**config.mk**
```make
export PLATFORM = sky130hd
export DESIGN_NAME = ws2812_breathing_led_encoder_core
export DESIGN_NICKNAME = d
export VERILOG_FILES = /design/src/rtl/core/wbl_pkg.sv /design/src/rtl/core/ws2812_breathing_led_encoder_core.sv
export SDC_FILE = /design/constraint.sdc
export NUM_CORES = 1
export LEC_CHECK = 0
export ABC_AREA = 0
export ABC_CLOCK_PERIOD_IN_PS = 16180
export BUFFER_PORTS_ARGS = -buffer_cell sky130_fd_sc_hd__buf_4
export CORE_MARGIN = 2
export CORE_UTILIZATION = 40
export CTS_CLUSTER_SIZE = 30
export DETAILED_ROUTE_END_ITERATION = 8
export SKIP_LAST_GASP = 1
export SLEW_MARGIN = 20
export SYNTH_ARGS = -nofsm -noshare
export SYNTH_HDL_FRONTEND = slang
export SYNTH_SLANG_ARGS = --single-unit
```
**constraint.sdc**
```tcl
create_clock -name clk -period 16.18 [get_ports clk]
set_input_delay 3.236 -clock clk [delete_from_list [all_inputs] [get_ports clk]]
set_output_delay 3.236 -clock clk [all_outputs]
set_load 0.02 [all_outputs]
```
**src/rtl/core/wbl_pkg.sv**
```systemverilog
// Package with the constants, command codes and sine table of the LED encoder.
`timescale 1ns / 1ps

package wbl_pkg;

	localparam int LED_COUNT    = 2;
	localparam int BITS_PER_LED = 24;
	localparam int FRAME_BITS   = LED_COUNT * BITS_PER_LED;
	localparam int SLOT_W       = 12;
	localparam int CFG_INDEX_W  = 8;
	localparam int CFG_DATA_W   = 16;

	localparam logic [SLOT_W-1:0] FRAME_BITS_W = SLOT_W'(FRAME_BITS);

	localparam logic [15:0] ONE_CODE_RST   = 16'd75;
	localparam logic [15:0] ZERO_CODE_RST  = 16'd35;
	localparam logic [7:0]  RESET_SLOT_RST = 8'd100;
	localparam logic [15:0] INTERVAL_RST   = 16'd40;
	localparam logic [23:0] GREEN_RGB      = 24'h00FF00;

	typedef enum logic [2:0] {
		CMD_TICK    = 3'd0,
		CMD_SLOT    = 3'd1,
		CMD_SET     = 3'd2,
		CMD_BREATHE = 3'd3,
		CMD_STOP    = 3'd4
	} cmd_t;

	typedef enum logic [CFG_INDEX_W-1:0] {
		REG_ONE_CODE   = 8'd0,
		REG_ZERO_CODE  = 8'd1,
		REG_RESET_SLOT = 8'd2,
		REG_INTERVAL   = 8'd3
	} reg_index_t;

	function automatic logic [7:0] sine_lookup(input logic [5:0] idx);
		logic [7:0] rom [64];
		rom = '{
			8'd128, 8'd140, 8'd153, 8'd165, 8'd177, 8'd188, 8'd199, 8'd209,
			8'd218, 8'd226, 8'd234, 8'd240, 8'd245, 8'd250, 8'd253, 8'd254,
			8'd254, 8'd253, 8'd250, 8'd245, 8'd240, 8'd234, 8'd226, 8'd218,
			8'd209, 8'd199, 8'd188, 8'd177, 8'd165, 8'd153, 8'd140, 8'd128,
			8'd128, 8'd116, 8'd103, 8'd91,  8'd79,  8'd68,  8'd57,  8'd47,
			8'd38,  8'd30,  8'd22,  8'd16,  8'd11,  8'd6,   8'd3,   8'd2,
			8'd2,   8'd3,   8'd6,   8'd11,  8'd16,  8'd22,  8'd30,  8'd38,
			8'd47,  8'd57,  8'd68,  8'd79,  8'd91,  8'd103, 8'd116, 8'd128
		};
		return rom[idx];
	endfunction

endpackage

```
**src/rtl/core/ws2812_breathing_led_encoder_core.sv**
```systemverilog
// WS2812 bitstream encoder with breathing effect, single registered stage.
// The result of an accepted request is written to the output register at the next clock edge.
// Throughput: one request per cycle while out_ready is high; the output register frees itself as it is taken.
// A request is accepted whenever the output register is empty or being read.
// Reset clears control state, loads default configuration and the green color,
// and marks one frame pending; the configuration port is always ready.
`timescale 1ns / 1ps

module ws2812_breathing_led_encoder_core
	import wbl_pkg::*;
(
	input  logic                   clk,
	input  logic                   arst_n,
	input  logic                   in_valid,
	output logic                   in_ready,
	input  logic [2:0]             cmd,
	input  logic [7:0]             red,
	input  logic [7:0]             green,
	input  logic [7:0]             blue,
	output logic                   out_valid,
	input  logic                   out_ready,
	output logic [15:0]            compare_value,
	output logic                   accepted,
	output logic                   frame_last,
	output logic                   busy_res,
	input  logic                   cfg_valid,
	output logic                   cfg_ready,
	input  logic [CFG_INDEX_W-1:0] cfg_index,
	input  logic [CFG_DATA_W-1:0]  cfg_data
);

	logic [15:0]       one_code_q, zero_code_q, interval_q;
	logic [7:0]        reset_slots_q;
	logic [23:0]       shown_color_q, breathe_color_q, frame_color_q;
	logic [SLOT_W-1:0] slot_index_q;
	logic [4:0]        bit_k_q;
	logic              running_q, pending_q, breathing_q;
	logic [5:0]        step_q;
	logic [15:0]       countdown_q;

	logic [23:0]       shown_color_d, breathe_color_d, frame_color_d;
	logic [SLOT_W-1:0] slot_index_d;
	logic [4:0]        bit_k_d;
	logic              running_d, pending_d, breathing_d;
	logic [5:0]        step_d;
	logic [15:0]       countdown_d;
	logic [15:0]       cmp_d;
	logic              acc_d, last_d;

	logic              out_valid_q;
	logic [15:0]       compare_value_q;
	logic              accepted_q, frame_last_q, busy_res_q;

	logic              in_fire;
	logic [7:0]        bright;
	logic [23:0]       scaled;
	logic [SLOT_W:0]   frame_len;
	logic [SLOT_W:0]   slot_next;
	logic [23:0]       fc;
	logic [SLOT_W-1:0] idx;
	logic [4:0]        k;
	logic [7:0]        chan;
	logic              data_bit;
	logic              start_slot;

	function automatic logic [7:0] scale8(input logic [7:0] c, input logic [7:0] b);
		logic [15:0] p;
		logic [16:0] t;
		p = 16'(c) * 16'(b);
		t = {1'b0, p} + {9'd0, p[15:8]} + 17'd1;
		return t[15:8];
	endfunction

	assign in_ready  = !out_valid_q || out_ready;
	assign in_fire   = in_valid && in_ready;
	assign cfg_ready = 1'b1;

	assign bright = sine_lookup(step_q);
	assign scaled = {scale8(breathe_color_q[23:16], bright),
		scale8(breathe_color_q[15:8], bright), scale8(breathe_color_q[7:0], bright)};

	assign frame_len  = {1'b0, FRAME_BITS_W} + {{(SLOT_W-7){1'b0}}, reset_slots_q};
	assign start_slot = !running_q && pending_q;
	assign idx        = start_slot ? '0 : slot_index_q;
	assign k          = start_slot ? '0 : bit_k_q;
	assign fc         = start_slot ? shown_color_q : frame_color_q;
	assign slot_next  = {1'b0, idx} + 1'b1;

	always_comb begin
		if (k < 5'd8) begin
			chan = fc[15:8];
		end else if (k < 5'd16) begin
			chan = fc[23:16];
		end else begin
			chan = fc[7:0];
		end
	end

	assign data_bit = chan[3'd7 - k[2:0]];

	always_comb begin
		shown_color_d   = shown_color_q;
		breathe_color_d = breathe_color_q;
		frame_color_d   = frame_color_q;
		slot_index_d    = slot_index_q;
		bit_k_d         = bit_k_q;
		running_d       = running_q;
		pending_d       = pending_q;
		breathing_d     = breathing_q;
		step_d          = step_q;
		countdown_d     = countdown_q;
		cmp_d           = '0;
		acc_d           = 1'b0;
		last_d          = 1'b0;
		case (cmd)
			CMD_TICK: begin
				if (breathing_q) begin
					if (countdown_q <= 16'd1) begin
						if (scaled != shown_color_q) begin
							shown_color_d = scaled;
							pending_d     = 1'b1;
						end
						step_d      = step_q + 6'd1;
						countdown_d = interval_q;
					end else begin
						countdown_d = countdown_q - 16'd1;
					end
				end
			end
			CMD_SLOT: begin
				if (start_slot) begin
					pending_d     = 1'b0;
					frame_color_d = shown_color_q;
				end
				if (running_q || pending_q) begin
					if (idx < FRAME_BITS_W) begin
						cmp_d = data_bit ? one_code_q : zero_code_q;
					end
					if (slot_next >= frame_len) begin
						last_d       = 1'b1;
						running_d    = 1'b0;
						slot_index_d = '0;
						bit_k_d      = '0;
					end else begin
						running_d    = 1'b1;
						slot_index_d = slot_next[SLOT_W-1:0];
						bit_k_d      = (k == 5'(BITS_PER_LED - 1)) ? 5'd0 : k + 5'd1;
					end
				end
			end
			CMD_SET: begin
				if (!breathing_q) begin
					shown_color_d = {red, green, blue};
					frame_color_d = {red, green, blue};
					running_d     = 1'b1;
					pending_d     = 1'b0;
					slot_index_d  = '0;
					bit_k_d       = '0;
					acc_d         = 1'b1;
				end
			end
			CMD_BREATHE: begin
				if (!breathing_q) begin
					breathe_color_d = {red, green, blue};
					step_d          = '0;
					countdown_d     = interval_q;
					breathing_d     = 1'b1;
				end
			end
			CMD_STOP: begin
				breathing_d   = 1'b0;
				shown_color_d = '0;
				frame_color_d = '0;
				running_d     = 1'b1;
				pending_d     = 1'b0;
				slot_index_d  = '0;
				bit_k_d       = '0;
				acc_d         = 1'b1;
			end
			default: begin
			end
		endcase
	end

	always_ff @(posedge clk or negedge arst_n) begin
		if (!arst_n) begin
			one_code_q    <= ONE_CODE_RST;
			zero_code_q   <= ZERO_CODE_RST;
			reset_slots_q <= RESET_SLOT_RST;
			interval_q    <= INTERVAL_RST;
		end else if (cfg_valid) begin
			unique case (cfg_index)
				REG_ONE_CODE:   one_code_q    <= cfg_data;
				REG_ZERO_CODE:  zero_code_q   <= cfg_data;
				REG_RESET_SLOT: reset_slots_q <= cfg_data[7:0];
				REG_INTERVAL:   interval_q    <= cfg_data;
				default: begin
				end
			endcase
		end
	end

	always_ff @(posedge clk or negedge arst_n) begin
		if (!arst_n) begin
			shown_color_q   <= GREEN_RGB;
			breathe_color_q <= '0;
			frame_color_q   <= '0;
			slot_index_q    <= '0;
			bit_k_q         <= '0;
			running_q       <= 1'b0;
			pending_q       <= 1'b1;
			breathing_q     <= 1'b0;
			step_q          <= '0;
			countdown_q     <= '0;
		end else if (in_fire) begin
			shown_color_q   <= shown_color_d;
			breathe_color_q <= breathe_color_d;
			frame_color_q   <= frame_color_d;
			slot_index_q    <= slot_index_d;
			bit_k_q         <= bit_k_d;
			running_q       <= running_d;
			pending_q       <= pending_d;
			breathing_q     <= breathing_d;
			step_q          <= step_d;
			countdown_q     <= countdown_d;
		end
	end

	always_ff @(posedge clk or negedge arst_n) begin
		if (!arst_n) begin
			out_valid_q <= 1'b0;
		end else if (in_ready) begin
			out_valid_q <= in_valid;
		end
	end

	always_ff @(posedge clk) begin
		if (in_fire) begin
			compare_value_q <= cmp_d;
			accepted_q      <= acc_d;
			frame_last_q    <= last_d;
			busy_res_q      <= running_d || pending_d;
		end
	end

	assign out_valid     = out_valid_q;
	assign compare_value = compare_value_q;
	assign accepted      = accepted_q;
	assign frame_last    = frame_last_q;
	assign busy_res      = busy_res_q;

	a_no_accept_on_stall: assert property (@(posedge clk) disable iff (!arst_n)
		out_valid_q && !out_ready |-> !in_ready)
		else $error("request accepted while result stalled");

	a_result_follows: assert property (@(posedge clk) disable iff (!arst_n)
		in_fire |=> out_valid_q)
		else $error("accepted request produced no result");

	a_bit_pos_range: assert property (@(posedge clk) disable iff (!arst_n)
		bit_k_q < 5'(BITS_PER_LED))
		else $error("bit position out of range");

	a_stop_starts_frame: assert property (@(posedge clk) disable iff (!arst_n)
		in_fire && cmd == CMD_STOP |=> !breathing_q && running_q && frame_color_q == '0)
		else $error("stop did not start a black frame");

	a_last_ends_frame: assert property (@(posedge clk) disable iff (!arst_n)
		in_fire && last_d |=> !running_q && slot_index_q == '0)
		else $error("final slot left the frame running");

endmodule

```
==> results.py <==
metrics = {
    "sta": {
        "final.setup_skew_ns": 0.0183,
        "relSlewSlack_pct": 32.9,
        "max_freq_mhz": 91.4,
        "hold_slack_ns": 0.483,
        "hold_violations": 0,
        "slew_viol_final": 0,
        "final-setup-viol-count": 0,
        "setup-tns-final_ns": 0,
        "grt_setup_unrepaired": "no",
        "period_share_pct": 67.6,
        "tightest_slew_ns": 1.01,
        "fin_crit_ns": 10.94,
        "finalWorstSetupSlack_ns": 5.24,
    },
    "place": {
        "place_hpwl_microns": 37000,
        "placed_cells": 2651,
        "place.gp.congestion": 0.881,
        "portBuffers": 76,
        "pre_cts_ws_ns": 5.39,
        "dpl_cell_area_sq_um": 19900,
    },
    "routing": {
        "drc": 0,
        "wl_per_cell_microns": 18.2,
        "first_pass_iters": 5,
        "ant_nets": 0,
        "drt-initial-drc-count": 801,
        "drt-total-wl_microns": 48900,
        "vias_per_cell": 5.52,
        "vias": 14802,
    },
    "clocking": {
        "htree_levels": 4,
        "cts_root_buf": "clkbuf_16",
        "worstSkewPairLatency_ns": 0.49,
        "cts_setup_buffers": 0,
        "numCtsBuffers": 17,
        "ctsResizeCount": 0,
        "clock_sinks": 190,
        "clk_pin_slew_ns": 0.09,
        "tritoncts": "yes",
        "cts_max_path_buffers": 2,
        "ctsHoldBuffers": 0,
    },
    "cells_and_area": {
        "utilization_pct": 44.3,
        "antenna_cells": 0,
        "finalNonFillerCells": 2683,
        "final_area_sq_um": 20500,
        "area_delta_synth_final_pct": 9.88,
        "fillers": 4425,
        "final_layout_size_suffix_gt1_share_pct": 15.4,
        "fin_nets": 2376,
    },
    "critical_path": {
        "worstPathRequired_ns": 16.56,
        "crit_path_start_kind": "flop",
        "rrSetupSlack_ns": 5.24,
        "cp_max_fo": 24,
        "r2r-end": "shown_color_q[2]",
        "cp_slowest_stage_delay_ns": 0.72,
        "worstSetupEndpointType": "flop",
        "path_class": "reg2reg",
        "rr_startpoint": "step_q[1]",
        "rr_worst_depth": 39,
        "cp_slowest_cell": "dfrtp_1",
        "path_common_cell": "inv_1",
        "crit_arrival_ns": 11.32,
    },
    "synth": {
        "synthCells": 2019,
        "synth.top_cell.area_share_pct": 20.1,
        "ys_ff_latch": 190,
        "synth_warnings": 0,
        "synth_ff_type": "dfrtp_1",
        "netlist_area_sq_um": 18700,
        "synthTopCellsByArea": "dfrtp_1 (20%), fa_1 (12%), ha_1 (10%)",
        "synth_edf_count": 19,
        "synth_top_area_cell": "dfrtp_1",
        "syn_avg_cell_area_sq_um": 9.26,
        "synth_cell_types": 103,
        "syn_nets": 2332,
        "ys_seq_area_share_pct": 26.1,
        "synth-async-reset-ratio_pct": 90.0,
    },
    "floorplan": {
        "rows": 79,
        "die_h_microns": 220,
        "initial_utilization_pct": 40.3,
        "core-area_sq_um": 46400,
        "num_io_pins": 78,
        "dieArea_sq_um": 48500,
        "die_w_microns": 220,
    },
    "job": {
        "cap_violations": 0,
    },
    "pwr": {
        "power_leakage_nw": 9.81,
        "p_per_area_nw_per_um2": 155,
        "vdd.ir_drop.worst_mv": 0.115,
        "power_mw": 3.18,
    },
    "hold_path": {
        "hold_class": "reg2reg",
        "min_to": "frame_color_q[0]",
        "hp-start": "frame_color_q[0]",
        "holdPathStages": 2,
    },
    "global_routing": {
        "grt_pass1_vias": 14566,
        "grt_pass1_wl_microns": 79400,
        "grt-ovfl-total": 0,
        "grt_max_degree": 70,
        "antenna_found_initial": 0,
        "grt_usage_pct": 20.9,
    },
    "run_status": {
        "status": "finished, final reports clean",
    },
}
[report_power, final]
| part | internal [mW] | total [mW] | switching, mW |
|---|---|---|---|
| logic | 0.820 | 2.08 | 1.26 |
| registers | 0.558 | 0.652 | 0.0942 |
| clock network | 0.211 | 0.448 | 0.238 |
[synth_stat cells, drive strengths merged, types with 10 or more instances]
cell type,n
inv,206
nand2,179
dfrtp,150
ha,149
o21ai,134
nor2,110
fa,108
mux2,106
and2,105
a21oi,84
nor2b,70
clkbuf,64
xnor2,47
nand2b,34
nand3,33
mux2i,32
a21boi,29
xor2,26
nor3,25
a21o,22
o211ai,22
dfstp,21
edfxtp,19
a211oi,18
a22o,17
and3,15
a31oi,13
buf,12
nor4,12
a22oi,10
nand4,10
o22ai,10
[cell families after synthesis]
kind of cell             share of synthesized area, %
adder cells (fa/ha/maj)                          21.5
AND/OR/NAND/NOR                                  17.4
flip-flops                                       26.1
AO/OA/AOI/OAI                                    16.2
XOR/XNOR                                         4.10
multiplexers                                     8.76
other                                          0.0201
buffers and inverters                            5.91
[sequential cells by signal (all words and copies together) (netlist names), 5 cells and up]
| signal | cells |
|---|---|
| bit_k_q | 5 |
| slot_index_q | 12 |
| frame_color_q | 24 |
| countdown_q | 16 |
| one_code_q | 16 |
| interval_q | 16 |
| step_q | 6 |
| shown_color_q | 24 |
| zero_code_q | 16 |
| breathe_color_q | 24 |
| compare_value | 16 |
| reset_slots_q | 8 |
[metal layers]
| metal | wire (microns) | part of all wire (%) | vias up | global-route usage [%] |
|---|---|---|---|---|
| met5 | 0 | 0 | - | 0 |
| met1 | 23400 | 48 | 7399 | 29.7 |
| met3 | 2060 | 4.2 | 32 | 3.09 |
| li1 | - | - | 7059 | - |
| met4 | 528 | 1.1 | 0 | 4.34 |
| met2 | 22900 | 47 | 312 | 33.7 |
[layout make-up]
type | count | area, sq um | area share [%]
Multi-Input combinational cell | 1546 | 12800 | 62.1
Inverter | 207 | 777 | 3.78
Tap cell | 607 | 759 | 3.70
Timing Repair Buffer | 101 | 762 | 3.71
Clock buffer | 17 | 425 | 2.07
Sequential cell | 190 | 4880 | 23.7
Clock inverter | 15 | 186 | 0.907
[how the worst max path moves through the flow]
stage / start / to / slack, ns
after floorplan: step_q[0] / shown_color_q[16] / 6.88
after global placement: step_q[1] / shown_color_q[0] / 5.55
after detailed placement: step_q[1] / shown_color_q[2] / 5.39
after CTS: step_q[1] / shown_color_q[2] / 5.36
after global routing: step_q[1] / shown_color_q[2] / 4.65
final: step_q[1] / shown_color_q[2] / 5.24
[layout by cell type, fill, tap and decap left out, drive strengths merged, types with 13 or more instances in the layout]
| cell type | count |
|---|---|
| inv | 213 |
| nand2 | 179 |
| dfrtp | 150 |
| ha | 149 |
| o21ai | 134 |
| nor2 | 110 |
| fa | 108 |
| mux2 | 106 |
| and2 | 105 |
| buf | 101 |
| a21oi | 84 |
| nor2b | 70 |
| xnor2 | 47 |
| nand2b | 34 |
| nand3 | 33 |
| mux2i | 32 |
| a21boi | 29 |
| xor2 | 26 |
| nor3 | 25 |
| a21o | 22 |
| o211ai | 22 |
| dfstp | 21 |
| edfxtp | 19 |
| a211oi | 18 |
| a22o | 17 |
| clkbuf | 17 |
| and3 | 15 |
| a31oi | 13 |
[critical path: cells and delay by family (launching register included)]
| kind | cells | cell delay, ns |
|---|---|---|
| adders and majority gates | 7 | 3.21 |
| AOI/OAI and AO/OA | 12 | 2.23 |
| muxes | 1 | 0.39 |
| DFF | 1 | 0.72 |
| buffers and inverters | 8 | 1.31 |
| xor gates and xnor gates | 1 | 0.53 |
| and+or+nand+nor | 10 | 2.42 |
Note: power is estimated with default switching activity, not from simulation.
